===== config.mk =====
export PLATFORM = sky130hd
export DESIGN_NAME = serial_date_to_calendar
export DESIGN_NICKNAME = d
export VERILOG_FILES = /design/src/sdc_pkg.sv /design/src/serial_date_to_calendar.sv
export SDC_FILE = /design/constraint.sdc
export NUM_CORES = 2
export LEC_CHECK = 0
export BUFFER_PORTS_ARGS = -buffer_cell sky130_fd_sc_hd__buf_2
export CAP_MARGIN = 20
export CORE_ASPECT_RATIO = 0.9
export CORE_UTILIZATION = 50
export DETAILED_ROUTE_END_ITERATION = 6
export PLACE_DENSITY = 0.72
export SETUP_SLACK_MARGIN = 0.5
export SLEW_MARGIN = 15
export SYNTH_ARGS = -nofsm -noshare
export SYNTH_HDL_FRONTEND = slang
export SYNTH_SLANG_ARGS = --single-unit

===== constraint.sdc =====
create_clock -name clk -period 8.5 [get_ports clk]
set_input_delay 1.7 -clock clk [delete_from_list [all_inputs] [get_ports clk]]
set_output_delay 1.7 -clock clk [all_outputs]
set_load 0.01 [all_outputs]

===== src/sdc_pkg.sv =====
`default_nettype none

package sdc_pkg;

    typedef logic [21:0] day_num_t;
    typedef logic [16:0] sec_num_t;

    localparam int FRAC_BITS = 32;

    localparam logic signed [55:0] SERIAL_MIN = 56'(-64'sd657434 * 64'sd4294967296);
    localparam logic signed [55:0] SERIAL_MAX = 56'(64'sd2958465 * 64'sd4294967296);

    localparam logic [16:0] DAY_SECONDS  = 17'd86400;
    localparam logic [48:0] ROUND_HALF   = 49'h0_8000_0000;
    localparam logic [21:0] EPOCH_OFFSET = 22'd693959;
    localparam logic [17:0] DAYS_400Y    = 18'd146097;
    localparam logic [15:0] DAYS_100Y    = 16'd36524;
    localparam logic [10:0] DAYS_4Y      = 11'd1461;
    localparam logic [8:0]  DAYS_1Y      = 9'd365;
    localparam logic [11:0] SEC_HOUR     = 12'd3600;
    localparam logic [5:0]  SEC_MIN      = 6'd60;
    localparam logic [2:0]  WEEK_DAYS    = 3'd7;
    localparam logic [8:0]  LEAP_DAY_IDX = 9'd59;

    localparam logic [13:0] YEARS_ERA  = 14'd400;
    localparam logic [13:0] YEARS_CENT = 14'd100;
    localparam logic [13:0] YEARS_OLY  = 14'd4;

    // Reciprocals scaled by 2^32; the estimate is low by at most one
    localparam logic [31:0] RCP_400Y = 32'((64'd1 << 32) / 64'd146097);
    localparam logic [31:0] RCP_4Y   = 32'((64'd1 << 32) / 64'd1461);
    localparam logic [31:0] RCP_WEEK = 32'((64'd1 << 32) / 64'd7);
    localparam logic [31:0] RCP_HOUR = 32'((64'd1 << 32) / 64'd3600);
    localparam logic [31:0] RCP_MIN  = 32'((64'd1 << 32) / 64'd60);

    localparam logic [8:0] MONTH_START [0:12] = '{
        9'd0, 9'd31, 9'd59, 9'd90, 9'd120, 9'd151, 9'd181,
        9'd212, 9'd243, 9'd273, 9'd304, 9'd334, 9'd365
    };

endpackage

`default_nettype wire


===== src/serial_date_to_calendar.sv =====
`default_nettype none

// Serial date to Gregorian calendar converter.
// Input channel s_axis: one beat carries a serial date, signed days since
// 1899-12-30 with 32 fraction bits. Output channel m_axis: one beat per input
// beat, in order. m_axis_tuser is 1 when the date lies within the legal range
// (-657434 to 2958465 days); otherwise it is 0 and every field in tdata is 0.
// The time of day is rounded to the nearest second, away from zero, and a
// rounding that reaches a whole day carries into the date.
// The block takes one beat per cycle unless m_axis stalls. Depth is set by the
// constant divisions, each either a reciprocal multiply plus one correction
// (400-year era, 4-year block, weekday, hour, minute) or a compare ladder
// (century, year, month), each split over register stages.
// Every stage holds a valid bit; a stage advances when it is empty or the
// stage after it advances, so a stalled m_axis only halts the stages that
// hold beats and bubbles still fill. s_axis_tready is high whenever the
// output register is empty.
// Reset clears all valid bits; no beat is in flight afterwards.

module serial_date_to_calendar
    import sdc_pkg::*;
(
    input  wire logic        clk,
    input  wire logic        rst_n,
    input  wire logic        s_axis_tvalid,
    output logic             s_axis_tready,
    input  wire logic [55:0] s_axis_tdata,   // [55:0] serial_value
    output logic             m_axis_tvalid,
    input  wire logic        m_axis_tready,
    output logic [47:0]      m_axis_tdata,   // year[13:0], month[17:14], day_of_month[22:18],
                                             // hour[27:23], minute[33:28], second[39:34],
                                             // weekday[42:40], zero[47:43]
    output logic             m_axis_tuser    // [0] valid_res
);

    localparam int NST = 10;

    logic [NST-1:0] vld_reg;
    logic [NST-1:0] vld_next;
    logic [NST:0]   en;

    always_comb
    begin
        en[NST] = m_axis_tready;
        for (int k = NST - 1; k >= 0; k--)
        begin
            en[k] = ~vld_reg[k] | en[k+1];
        end
        vld_next = {vld_reg[NST-2:0], s_axis_tvalid};
    end

    always_ff @(posedge clk or negedge rst_n)
    begin
        if (!rst_n)
        begin
            vld_reg <= '0;
        end
        else
        begin
            for (int k = 0; k < NST; k++)
            begin
                if (en[k])
                begin
                    vld_reg[k] <= vld_next[k];
                end
            end
        end
    end

    assign s_axis_tready = en[0];
    assign m_axis_tvalid = vld_reg[NST-1];

    // ---------------- stage 1: range check, magnitude
    logic        s1_ok_reg, s1_ok_next;
    logic        s1_neg_reg, s1_neg_next;
    day_num_t    s1_ipart_reg, s1_ipart_next;
    logic [31:0] s1_fpart_reg, s1_fpart_next;
    logic [55:0] mag_c;

    always_comb
    begin
        s1_ok_next    = ($signed(s_axis_tdata) >= SERIAL_MIN) &&
                        ($signed(s_axis_tdata) <= SERIAL_MAX);
        s1_neg_next   = s_axis_tdata[55];
        mag_c         = s_axis_tdata[55] ? (~s_axis_tdata + 56'd1) : s_axis_tdata;
        s1_ipart_next = mag_c[FRAC_BITS+21:FRAC_BITS];
        s1_fpart_next = mag_c[FRAC_BITS-1:0];
    end

    // ---------------- stage 2: fraction to rounded seconds
    logic        s2_ok_reg, s2_neg_reg;
    day_num_t    s2_ipart_reg;
    logic [16:0] s2_secs_reg, s2_secs_next;
    logic [48:0] prod_sec;

    always_comb
    begin
        prod_sec     = 49'(s1_fpart_reg) * 49'(DAY_SECONDS) + ROUND_HALF;
        s2_secs_next = prod_sec[48:32];
    end

    // ---------------- stage 3: day carry, absolute day number
    logic        s3_ok_reg;
    day_num_t    s3_nabs_reg, s3_nabs_next;
    sec_num_t    s3_secs_reg, s3_secs_next;
    day_num_t    ip_c;
    logic        wrap_c;

    always_comb
    begin
        wrap_c       = s2_secs_reg >= DAY_SECONDS;
        ip_c         = wrap_c ? s2_ipart_reg + 22'd1 : s2_ipart_reg;
        s3_secs_next = wrap_c ? s2_secs_reg - DAY_SECONDS : s2_secs_reg;
        s3_nabs_next = s2_neg_reg ? EPOCH_OFFSET - ip_c : EPOCH_OFFSET + ip_c;
    end

    // ---------------- stage 4: quotient estimates for era, weekday, hour
    logic        s4_ok_reg;
    day_num_t    s4_nabs_reg, s4_nm1_reg, s4_nm1_next;
    sec_num_t    s4_secs_reg;
    logic [4:0]  s4_q400_reg, s4_q400_next;
    logic [18:0] s4_qwk_reg, s4_qwk_next;
    logic [4:0]  s4_qhr_reg, s4_qhr_next;
    logic [53:0] p400_c, pwk_c;
    logic [48:0] phr_c;

    always_comb
    begin
        s4_nm1_next  = s3_nabs_reg - 22'd1;
        p400_c       = 54'(s3_nabs_reg) * 54'(RCP_400Y);
        pwk_c        = 54'(s4_nm1_next) * 54'(RCP_WEEK);
        phr_c        = 49'(s3_secs_reg) * 49'(RCP_HOUR);
        s4_q400_next = p400_c[36:32];
        s4_qwk_next  = pwk_c[50:32];
        s4_qhr_next  = phr_c[36:32];
    end

    // ---------------- stage 5: correct era, weekday, hour
    logic        s5_ok_reg;
    logic [17:0] s5_r_reg, s5_r_next;
    logic [4:0]  s5_n400_reg, s5_n400_next;
    logic [2:0]  s5_wday_reg, s5_wday_next;
    logic [4:0]  s5_hour_reg, s5_hour_next;
    logic [11:0] s5_srem_reg, s5_srem_next;
    day_num_t    r400_c, rwk_c;
    sec_num_t    rhr_c;

    always_comb
    begin
        r400_c = s4_nabs_reg - 22'(s4_q400_reg) * 22'(DAYS_400Y);
        s5_n400_next = s4_q400_reg;
        if (r400_c >= 22'(DAYS_400Y))
        begin
            r400_c       = r400_c - 22'(DAYS_400Y);
            s5_n400_next = s4_q400_reg + 5'd1;
        end
        s5_r_next = r400_c[17:0];

        rwk_c = s4_nm1_reg - 22'(s4_qwk_reg) * 22'(WEEK_DAYS);
        if (rwk_c >= 22'(WEEK_DAYS))
        begin
            rwk_c = rwk_c - 22'(WEEK_DAYS);
        end
        s5_wday_next = rwk_c[2:0] + 3'd1;

        rhr_c = s4_secs_reg - 17'(s4_qhr_reg) * 17'(SEC_HOUR);
        s5_hour_next = s4_qhr_reg;
        if (rhr_c >= 17'(SEC_HOUR))
        begin
            rhr_c        = rhr_c - 17'(SEC_HOUR);
            s5_hour_next = s4_qhr_reg + 5'd1;
        end
        s5_srem_next = rhr_c[11:0];
    end

    // ---------------- stage 6: century, minute estimate
    logic        s6_ok_reg;
    logic [4:0]  s6_n400_reg;
    logic [2:0]  s6_wday_reg;
    logic [4:0]  s6_hour_reg;
    logic [11:0] s6_srem_reg;
    logic [1:0]  s6_cent_reg, s6_cent_next;
    logic [15:0] s6_y_reg, s6_y_next;
    logic [5:0]  s6_qmin_reg, s6_qmin_next;
    logic [17:0] rm1_c, cbase_c;
    logic [43:0] pmin_c;

    always_comb
    begin
        rm1_c = s5_r_reg - 18'd1;
        if (s5_r_reg == 18'd0)
        begin
            s6_cent_next = 2'd0;
        end
        else if (rm1_c >= 18'(3) * 18'(DAYS_100Y))
        begin
            s6_cent_next = 2'd3;
        end
        else if (rm1_c >= 18'(2) * 18'(DAYS_100Y))
        begin
            s6_cent_next = 2'd2;
        end
        else if (rm1_c >= 18'(DAYS_100Y))
        begin
            s6_cent_next = 2'd1;
        end
        else
        begin
            s6_cent_next = 2'd0;
        end
        cbase_c   = 18'(s6_cent_next) * 18'(DAYS_100Y);
        s6_y_next = 16'(s5_r_reg - cbase_c);

        pmin_c       = 44'(s5_srem_reg) * 44'(RCP_MIN);
        s6_qmin_next = pmin_c[37:32];
    end

    // ---------------- stage 7: 4-year estimate, correct minute
    logic        s7_ok_reg;
    logic [4:0]  s7_n400_reg;
    logic [2:0]  s7_wday_reg;
    logic [4:0]  s7_hour_reg;
    logic [1:0]  s7_cent_reg;
    logic [15:0] s7_y_reg;
    logic [4:0]  s7_q4_reg, s7_q4_next;
    logic [5:0]  s7_min_reg, s7_min_next;
    logic [5:0]  s7_sec_reg, s7_sec_next;
    logic [47:0] p4_c;
    logic [11:0] rmin_c;

    always_comb
    begin
        p4_c       = 48'(s6_y_reg) * 48'(RCP_4Y);
        s7_q4_next = p4_c[36:32];

        rmin_c      = s6_srem_reg - 12'(s6_qmin_reg) * 12'(SEC_MIN);
        s7_min_next = s6_qmin_reg;
        if (rmin_c >= 12'(SEC_MIN))
        begin
            rmin_c      = rmin_c - 12'(SEC_MIN);
            s7_min_next = s6_qmin_reg + 6'd1;
        end
        s7_sec_next = rmin_c[5:0];
    end

    // ---------------- stage 8: correct 4-year block, leap flag
    logic        s8_ok_reg;
    logic [4:0]  s8_n400_reg;
    logic [2:0]  s8_wday_reg;
    logic [4:0]  s8_hour_reg;
    logic [5:0]  s8_min_reg, s8_sec_reg;
    logic [1:0]  s8_cent_reg;
    logic [4:0]  s8_n4_reg, s8_n4_next;
    logic        s8_leap_reg, s8_leap_next;
    logic [10:0] s8_n4day_reg, s8_n4day_next;
    logic [15:0] r4_c;

    always_comb
    begin
        r4_c       = s7_y_reg - 16'(s7_q4_reg) * 16'(DAYS_4Y);
        s8_n4_next = s7_q4_reg;
        if (r4_c >= 16'(DAYS_4Y))
        begin
            r4_c       = r4_c - 16'(DAYS_4Y);
            s8_n4_next = s7_q4_reg + 5'd1;
        end
        // first block of a non-era century holds no leap year
        s8_leap_next  = !((s7_cent_reg != 2'd0) && (s8_n4_next == 5'd0));
        s8_n4day_next = s8_leap_next ? r4_c[10:0] : r4_c[10:0] - 11'd1;
    end

    // ---------------- stage 9: year within block
    logic        s9_ok_reg;
    logic [4:0]  s9_n400_reg;
    logic [2:0]  s9_wday_reg;
    logic [4:0]  s9_hour_reg;
    logic [5:0]  s9_min_reg, s9_sec_reg;
    logic [1:0]  s9_cent_reg;
    logic [4:0]  s9_n4_reg;
    logic        s9_leap_reg;
    logic [1:0]  s9_yr_reg, s9_yr_next;
    logic [8:0]  s9_d_reg, s9_d_next;
    logic [10:0] src_c, dsub_c;

    always_comb
    begin
        src_c = s8_leap_reg ? s8_n4day_reg - 11'd1 : s8_n4day_reg;
        if (s8_leap_reg && (s8_n4day_reg == 11'd0))
        begin
            s9_yr_next = 2'd0;
        end
        else if (src_c >= 11'(3) * 11'(DAYS_1Y))
        begin
            s9_yr_next = 2'd3;
        end
        else if (src_c >= 11'(2) * 11'(DAYS_1Y))
        begin
            s9_yr_next = 2'd2;
        end
        else if (src_c >= 11'(DAYS_1Y))
        begin
            s9_yr_next = 2'd1;
        end
        else
        begin
            s9_yr_next = 2'd0;
        end
        dsub_c    = src_c - 11'(s9_yr_next) * 11'(DAYS_1Y);
        s9_d_next = (s9_yr_next == 2'd0) ? s8_n4day_reg[8:0] : dsub_c[8:0];
    end

    // ---------------- stage 10: month, day, year; output register
    logic        s10_ok_reg, s10_ok_next;
    logic [13:0] s10_year_reg, s10_year_next;
    logic [3:0]  s10_mon_reg, s10_mon_next;
    logic [4:0]  s10_mday_reg, s10_mday_next;
    logic [4:0]  s10_hour_reg, s10_hour_next;
    logic [5:0]  s10_min_reg, s10_min_next;
    logic [5:0]  s10_sec_reg, s10_sec_next;
    logic [2:0]  s10_wday_reg, s10_wday_next;
    logic        lyear_c;
    logic [8:0]  dd_c, md_c;
    logic [3:0]  mon_c;

    always_comb
    begin
        lyear_c = (s9_yr_reg == 2'd0) && s9_leap_reg;
        dd_c    = s9_d_reg + 9'd1;
        if (lyear_c && (s9_d_reg >= LEAP_DAY_IDX + 9'd1))
        begin
            dd_c = s9_d_reg;
        end
        mon_c = 4'd1;
        for (int m = 1; m < 12; m++)
        begin
            if (dd_c > MONTH_START[m])
            begin
                mon_c = 4'(m + 1);
            end
        end
        md_c = dd_c - MONTH_START[mon_c - 4'd1];
        if (lyear_c && (s9_d_reg == LEAP_DAY_IDX))
        begin
            mon_c = 4'd2;
            md_c  = 9'd29;
        end

        s10_ok_next   = s9_ok_reg;
        s10_year_next = 14'(s9_n400_reg) * YEARS_ERA + 14'(s9_cent_reg) * YEARS_CENT +
                        14'(s9_n4_reg) * YEARS_OLY + 14'(s9_yr_reg);
        s10_mon_next  = mon_c;
        s10_mday_next = md_c[4:0];
        s10_hour_next = s9_hour_reg;
        s10_min_next  = s9_min_reg;
        s10_sec_next  = s9_sec_reg;
        s10_wday_next = s9_wday_reg;
        if (!s9_ok_reg)
        begin
            // out of range: zero every field
            s10_year_next = '0;
            s10_mon_next  = '0;
            s10_mday_next = '0;
            s10_hour_next = '0;
            s10_min_next  = '0;
            s10_sec_next  = '0;
            s10_wday_next = '0;
        end
    end

    // ---------------- payload registers
    always_ff @(posedge clk)
    begin
        if (en[0])
        begin
            s1_ok_reg    <= s1_ok_next;
            s1_neg_reg   <= s1_neg_next;
            s1_ipart_reg <= s1_ipart_next;
            s1_fpart_reg <= s1_fpart_next;
        end
        if (en[1])
        begin
            s2_ok_reg    <= s1_ok_reg;
            s2_neg_reg   <= s1_neg_reg;
            s2_ipart_reg <= s1_ipart_reg;
            s2_secs_reg  <= s2_secs_next;
        end
        if (en[2])
        begin
            s3_ok_reg   <= s2_ok_reg;
            s3_nabs_reg <= s3_nabs_next;
            s3_secs_reg <= s3_secs_next;
        end
        if (en[3])
        begin
            s4_ok_reg   <= s3_ok_reg;
            s4_nabs_reg <= s3_nabs_reg;
            s4_nm1_reg  <= s4_nm1_next;
            s4_secs_reg <= s3_secs_reg;
            s4_q400_reg <= s4_q400_next;
            s4_qwk_reg  <= s4_qwk_next;
            s4_qhr_reg  <= s4_qhr_next;
        end
        if (en[4])
        begin
            s5_ok_reg   <= s4_ok_reg;
            s5_r_reg    <= s5_r_next;
            s5_n400_reg <= s5_n400_next;
            s5_wday_reg <= s5_wday_next;
            s5_hour_reg <= s5_hour_next;
            s5_srem_reg <= s5_srem_next;
        end
        if (en[5])
        begin
            s6_ok_reg   <= s5_ok_reg;
            s6_n400_reg <= s5_n400_reg;
            s6_wday_reg <= s5_wday_reg;
            s6_hour_reg <= s5_hour_reg;
            s6_srem_reg <= s5_srem_reg;
            s6_cent_reg <= s6_cent_next;
            s6_y_reg    <= s6_y_next;
            s6_qmin_reg <= s6_qmin_next;
        end
        if (en[6])
        begin
            s7_ok_reg   <= s6_ok_reg;
            s7_n400_reg <= s6_n400_reg;
            s7_wday_reg <= s6_wday_reg;
            s7_hour_reg <= s6_hour_reg;
            s7_cent_reg <= s6_cent_reg;
            s7_y_reg    <= s6_y_reg;
            s7_q4_reg   <= s7_q4_next;
            s7_min_reg  <= s7_min_next;
            s7_sec_reg  <= s7_sec_next;
        end
        if (en[7])
        begin
            s8_ok_reg    <= s7_ok_reg;
            s8_n400_reg  <= s7_n400_reg;
            s8_wday_reg  <= s7_wday_reg;
            s8_hour_reg  <= s7_hour_reg;
            s8_min_reg   <= s7_min_reg;
            s8_sec_reg   <= s7_sec_reg;
            s8_cent_reg  <= s7_cent_reg;
            s8_n4_reg    <= s8_n4_next;
            s8_leap_reg  <= s8_leap_next;
            s8_n4day_reg <= s8_n4day_next;
        end
        if (en[8])
        begin
            s9_ok_reg   <= s8_ok_reg;
            s9_n400_reg <= s8_n400_reg;
            s9_wday_reg <= s8_wday_reg;
            s9_hour_reg <= s8_hour_reg;
            s9_min_reg  <= s8_min_reg;
            s9_sec_reg  <= s8_sec_reg;
            s9_cent_reg <= s8_cent_reg;
            s9_n4_reg   <= s8_n4_reg;
            s9_leap_reg <= s8_leap_reg;
            s9_yr_reg   <= s9_yr_next;
            s9_d_reg    <= s9_d_next;
        end
        if (en[9])
        begin
            s10_ok_reg   <= s10_ok_next;
            s10_year_reg <= s10_year_next;
            s10_mon_reg  <= s10_mon_next;
            s10_mday_reg <= s10_mday_next;
            s10_hour_reg <= s10_hour_next;
            s10_min_reg  <= s10_min_next;
            s10_sec_reg  <= s10_sec_next;
            s10_wday_reg <= s10_wday_next;
        end
    end

    assign m_axis_tuser = s10_ok_reg;
    assign m_axis_tdata = {5'd0, s10_wday_reg, s10_sec_reg, s10_min_reg, s10_hour_reg,
                           s10_mday_reg, s10_mon_reg, s10_year_reg};

`ifndef SYNTH
    a_empty_out_ready: assert property (@(posedge clk) disable iff (!rst_n)
        !m_axis_tvalid |-> s_axis_tready)
        else $error("input stalled while output register empty");

    a_accept_enters: assert property (@(posedge clk) disable iff (!rst_n)
        s_axis_tvalid && s_axis_tready |=> vld_reg[0])
        else $error("accepted beat did not enter first stage");

    a_fields_legal: assert property (@(posedge clk) disable iff (!rst_n)
        m_axis_tvalid && s10_ok_reg |->
            (s10_mon_reg >= 4'd1) && (s10_mon_reg <= 4'd12) && (s10_mday_reg != 5'd0) &&
            (s10_wday_reg != 3'd0) && (s10_hour_reg <= 5'd23) &&
            (s10_min_reg <= 6'd59) && (s10_sec_reg <= 6'd59))
        else $error("calendar field out of range");

    a_invalid_zero: assert property (@(posedge clk) disable iff (!rst_n)
        m_axis_tvalid && !s10_ok_reg |-> (m_axis_tdata == 48'd0))
        else $error("out of range result carries non-zero fields");
`endif

endmodule

`default_nettype wire


# Yosys cells after proc, flatten, opt, wreduce, memory -nomap -nowiden
# Memory sizes are Yosys's and may differ from the RTL's.
# Cells that the tools add are included.
[totals] reg_bits=515 latchBits=0 ramBits=0 rom_bits=144 output_inout_bits=51 mem_count=1
[mem_list] name="(name not given)" depth=16 word_bits=9 rd=1 rd_ports_with_merged_regs=0 wr=0 line="serial_date_to_calendar.sv:341" text="md_c = dd_c - MONTH_START[mon_c - 4'd1];"
[op_classes] n_addsub=33 mul=15 n_div=0 n_lt_le_gt_ge=27 n_eq_ne=1 shift=0 muxes=40 n_bitwise=23 n_reduce_logical=14
[ops] cell="$ge 56x53->1 const B" n=1
[ops] cell="$le 56x55->1 const B" n=1
[ops] cell="$add 54x1->54 const B" n=1
[ops] cell="$mux 54" n=1
[ops] cell="$not 54->54" n=1
[ops] cell="$add 49x32->49 const B" n=1
[ops] cell="$mul 22x28->49 const B" n=1
[ops] cell="$mux 22" n=2
[ops] cell="$sub 22x22->22" n=2
[ops] cell="$mul 32x10->42 const B" n=1
[ops] cell="$mux 4" n=10
[ops] cell="$ge 18x17->1 const B" n=2
[ops] cell="$gt 9x8->1 const B" n=4
[ops] cell="$mul 12x25->36 const B" n=1
[ops] cell="$mul 17x20->36 const B" n=1
[ops] cell="$mul 22x14->36 const B" n=1
[ops] cell="$mux 11" n=3
[ops] cell="$mul 16x17->32 const B" n=1
[ops] cell="$sub 16x16->16" n=2
[ops] cell="$mux 5" n=6
[ops] cell="$gt 9x9->1 const B" n=3
[ops] cell="$add 20x22->22 const A" n=1
[ops] cell="$add 22x1->22 const B" n=1
[ops] cell="$ge 22x18->1 const B" n=1
[ops] cell="other kinds (65)" n=104

# Depth between registers and ports, before layout
[depth] word_depth=23 ltp_mapped=37 ltp_nobuf=37

# Worst setup path before layout
# OpenSTA, ideal clock, no wires.
[synth_path] kind="register to register" startpoint="reg s3_nabs_reg[2]" endpoint="reg s4_qwk_reg[18] (data pin)" arrival_time_ps=7749 t_required_ps=8237 slack_ps=488 stages_incl_launch_ff=34 synth_period_minus_slack_ps=8012 path_cell_list="edfxtp_1 -> inv_1 -> ha_1 -> a21boi_1 -> o21a_1 -> o21ai_1 -> a21boi_0 -> o21a_1 -> o21ai_1 -> a21boi_0 -> nand2b_1 -> a41oi_1 -> xnor2_1 -> ha_1 -> inv_1 -> fa_1 -> inv_1 -> fa_1 -> fa_1 -> inv_1 -> fa_1 -> inv_1 -> ha_1 -> ha_1 -> nand3_1 -> o221a_2 -> o21a_1 -> o21a_1 -> o31ai_1 -> a21oi_1 -> o311ai_1 -> nor3_1 -> a21oi_1 -> xor2_1"
[synth_via] elab_chain_cells=2
[synth_lines] item="start: declaration" line="serial_date_to_calendar.sv:104" text="day_num_t s3_nabs_reg, s3_nabs_next;"
[synth_lines] item="start signal: assignment" line="serial_date_to_calendar.sv:390" text="s3_nabs_reg <= s3_nabs_next;"
[synth_lines] item="$sub 22x1->22" line="serial_date_to_calendar.sv:129" text="s4_nm1_next = s3_nabs_reg - 22'd1;"
[synth_lines] item="net s4_nm1_next[21]" line="serial_date_to_calendar.sv:119" text="day_num_t s4_nabs_reg, s4_nm1_reg, s4_nm1_next;"
[synth_lines] item="$mul 22x28->49" line="serial_date_to_calendar.sv:131" text="pwk_c = 54'(s4_nm1_next) * 54'(RCP_WEEK);"
[synth_lines] item="net pwk_c[50]" line="serial_date_to_calendar.sv:124" text="logic [53:0] p400_c, pwk_c;"
[synth_lines] item="end signal: assignment" line="serial_date_to_calendar.sv:400" text="s4_qwk_reg <= s4_qwk_next;"
[synth_lines] item="end: declaration" line="serial_date_to_calendar.sv:122" text="logic [18:0] s4_qwk_reg, s4_qwk_next;"
# The timed path passes the listed nets, and every way through them passes these cells.
# A chain may end at the register's enable or synchronous reset.

# Worst setup path after layout
[layout_path] startpoint="reg s3_nabs_reg[2]" endpoint="reg s4_qwk_reg[15] (data pin)"
# The elaborated chain is that of the path after synthesis.

==> impl_metrics.yaml <==
placement:
  port_buffers: 105
  place.gp.congestion: 0.894
  dp_hpwl_mm: 91.9
routing:
  drc: 0
  first_pass_iters: 6
  num_vias: 36800
  drtAntennaViolNets: 0
  vias_per_cell: 5.25
  routed_wl_mm: 110
  drt_iter0_drc: 2146
  post_drt_wl_per_cell_um: 15.8
synthesis:
  synthesis.area_per_instance_sq_um: 10.8
  synthArstFlopShare: 0.0194
  yosys-top-cells-count: "1,108 x inv_1, 1,044 x ha_1, 558 x fa_1"
  synth_edf_count: 505
  ys_ff_latch: 515
  syn_area_sq_um: 57000
  synth_top_area_frac: 0.266
  ys_warn_count: 0
  yosys_most_used_dff: "edfxtp_1"
  syn-instance-count: 5289
  ys_top_cells_by_area: "edfxtp_1 27%, ha_1 23%, fa_1 20%"
  ys_seq_area_frac: 0.270
  synth.most_common_cell: "inv_1"
  synth_top_area_cell: "edfxtp_1"
  synth_cell_types: 99
worst_setup_path:
  required_ns: 8.89
  crit_family: "adder cells"
  crit_type: "flip-flop to flip-flop"
  cp_max_fo: 4
  slowest_delay_ns: 0.62
  worst-path-buf-inv: 5
  worst_setup_path_end_kind: "flip-flop"
  critPathSlowestCell: "fa_2"
  crit_arrival_ns: 8.24
  setup.worst_path.start_class: "flip-flop"
cts:
  cts_hold_buf: 0
  cts_buffer_depth: 3
  cts.clk_slew.worst_paths_ns: 0.07
  clk_latency_ns: 0.68
  tritoncts: "done"
  cts-buffers-inserted: 56
  root_buffer: "clkbuf_16"
  cts.sinks: 515
  htree_levels: 2
sta:
  period_needed_ns: 7.85
  tightest_slew_ns: 1.01
  fin_crit_sh: 0.923
  finalHoldViolations: 0
  setup_violations: 0
  timing.fmax_mhz: 127
  skew_ns: 0.0440
  slew_violations: 0
  relSlewSlack: 0.325
  rsz0062_at_grt: "no"
floorplan:
  ios: 111
  die_h_um: 322
  dieArea_sq_um: 115000
  die_w_um: 358
  initial_core_util: 0.504
  core-area_sq_um: 113000
  num_rows: 117
finish:
  area_delta_synth_final_pct: 8.58
  diodes: 0
  nNetsFinal: 7129
  fill_cells: 9608
  post-route-util: 0.548
  drive_above_1_share: 0.0675
  largest_reg_flops: 32
outcome:
  status: "finished, final reports clean"
global_routing:
  grt_first_pass_wirelength_mm: 189
  grt_pass1_vias: 38300
  antenna_found_initial: 1
  grtUsageTotal: 0.200
  grt_max_degree: 69
  global_route.overflow_total: 0
job:
  drv_cap: 0
hold_path:
  hold_class: "flip-flop to flip-flop"
==> worst register-to-register path: cells and delay by family, from the launching register on <==
kind            cells  cell delay (ns)
compound gates     17             2.79
flops               1             0.40
fa+ha+maj           8             3.19
buf+inv             5             0.49
simple gates        2             0.28
xor+xnor            3             0.42
==> layer usage <==
layer / track usage / vias to the layer above / routed length, um
li1: - / 18200 / -
met1: 0.280 / 17800 / 52400
met2: 0.334 / 658 / 51900
met3: 0.0214 / 130 / 4080
met4: 0.0424 / 0 / 2070
met5: 0 / - / 0
==> through the flow <==
| step | hold WS [ns] | cells | worst slack, ns | area, sq um | TNS [ns] |
|---|---|---|---|---|---|
| final | 0.415 | 7001 | 0.651 | 61900 | 0 |
| after global placement | 0.401 | 6878 | -0.134 | 59500 | -0.392 |
| after CTS | 0.417 | 6986 | 0.533 | 61600 | 0 |
| after floorplan | 0.400 | 5293 | 0.542 | 57000 | 0 |
| after detailed placement | 0.405 | 6878 | -0.241 | 59500 | -1.08 |
| after global routing | 0.423 | 7001 | 0.378 | 61900 | 0 |
==> path summary, 6_finish.rpt <==
| kind | start | to | slack (ns) | depth (start not counted) |
|---|---|---|---|---|
| setup / recovery | s3_nabs_reg[2] | s4_qwk_reg[15] | 0.65 | 35 |
| hold / removal | s5_hour_reg[0] | s6_hour_reg[0] | 0.41 | 0 |
| setup reg to reg | s3_nabs_reg[2] | s4_qwk_reg[15] | 0.65 | 35 |
| hold reg to reg | s5_hour_reg[0] | s6_hour_reg[0] | 0.41 | 0 |
| max in group asynchronous | rst_n | vld_reg[0] | 7.28 | 1 |
| min in group asynchronous | rst_n | vld_reg[9] | 0.92 | 1 |
==> kinds of logic (layout without fill, tap and decap cells) <==
family	Yosys count	after routing	share of synthesized area
AO/OA/AOI/OAI	767	767	0.0884
XOR/XNOR	392	392	0.0606
adder cells (fa/ha/maj)	1602	1602	0.425
buffers and inverters	1155	1376	0.0767
flip-flops	515	515	0.270
multiplexers	23	23	0.00426
other	1	5	0.0000658
AND/OR/NAND/NOR	834	834	0.0744
==> final cells by class <==
type	count	area, sq um	share of cell area
Multi-Input combinational cell	3623	37500	0.606
Sequential cell	515	15400	0.249
Inverter	1110	4170	0.0673
Tap cell	1487	1860	0.0301
Clock buffer	67	1480	0.0240
Timing Repair Buffer	161	1000	0.0162
Clock inverter	38	462	0.00746
==> cell usage in the layout, fill, tap and decap left out, types with 17 or more instances in the layout <==
cell,instances
a211oi_1,24
a21boi_0,17
a21o_1,88
a21oi_1,190
a31oi_1,26
and2_1,52
and3_1,25
buf_2,105
buf_4,51
clkbuf_16,56
edfxtp_1,505
fa_1,550
ha_1,1039
inv_1,1100
nand2_1,201
nand2b_1,40
nand3_1,74
nand4_1,38
nor2_1,189
nor2b_1,29
nor3_1,51
nor4_1,19
o21a_1,28
o21ai_0,144
o21ai_1,29
o21bai_1,29
o31ai_1,25
or3_1,19
xnor2_1,287
xor2_1,99
==> repair_timing <==
item | 4_1_cts | 5_1_grt
resized for setup | 28 | 33
buffers inserted | 3 | 10
endpoints found under the setup margin | 18 | 12
pin swaps | 5 | 24
Power is left out: the tool's default activity adds up to more than one toggle a clock period on the data nets, which glitch-free logic cannot reach.
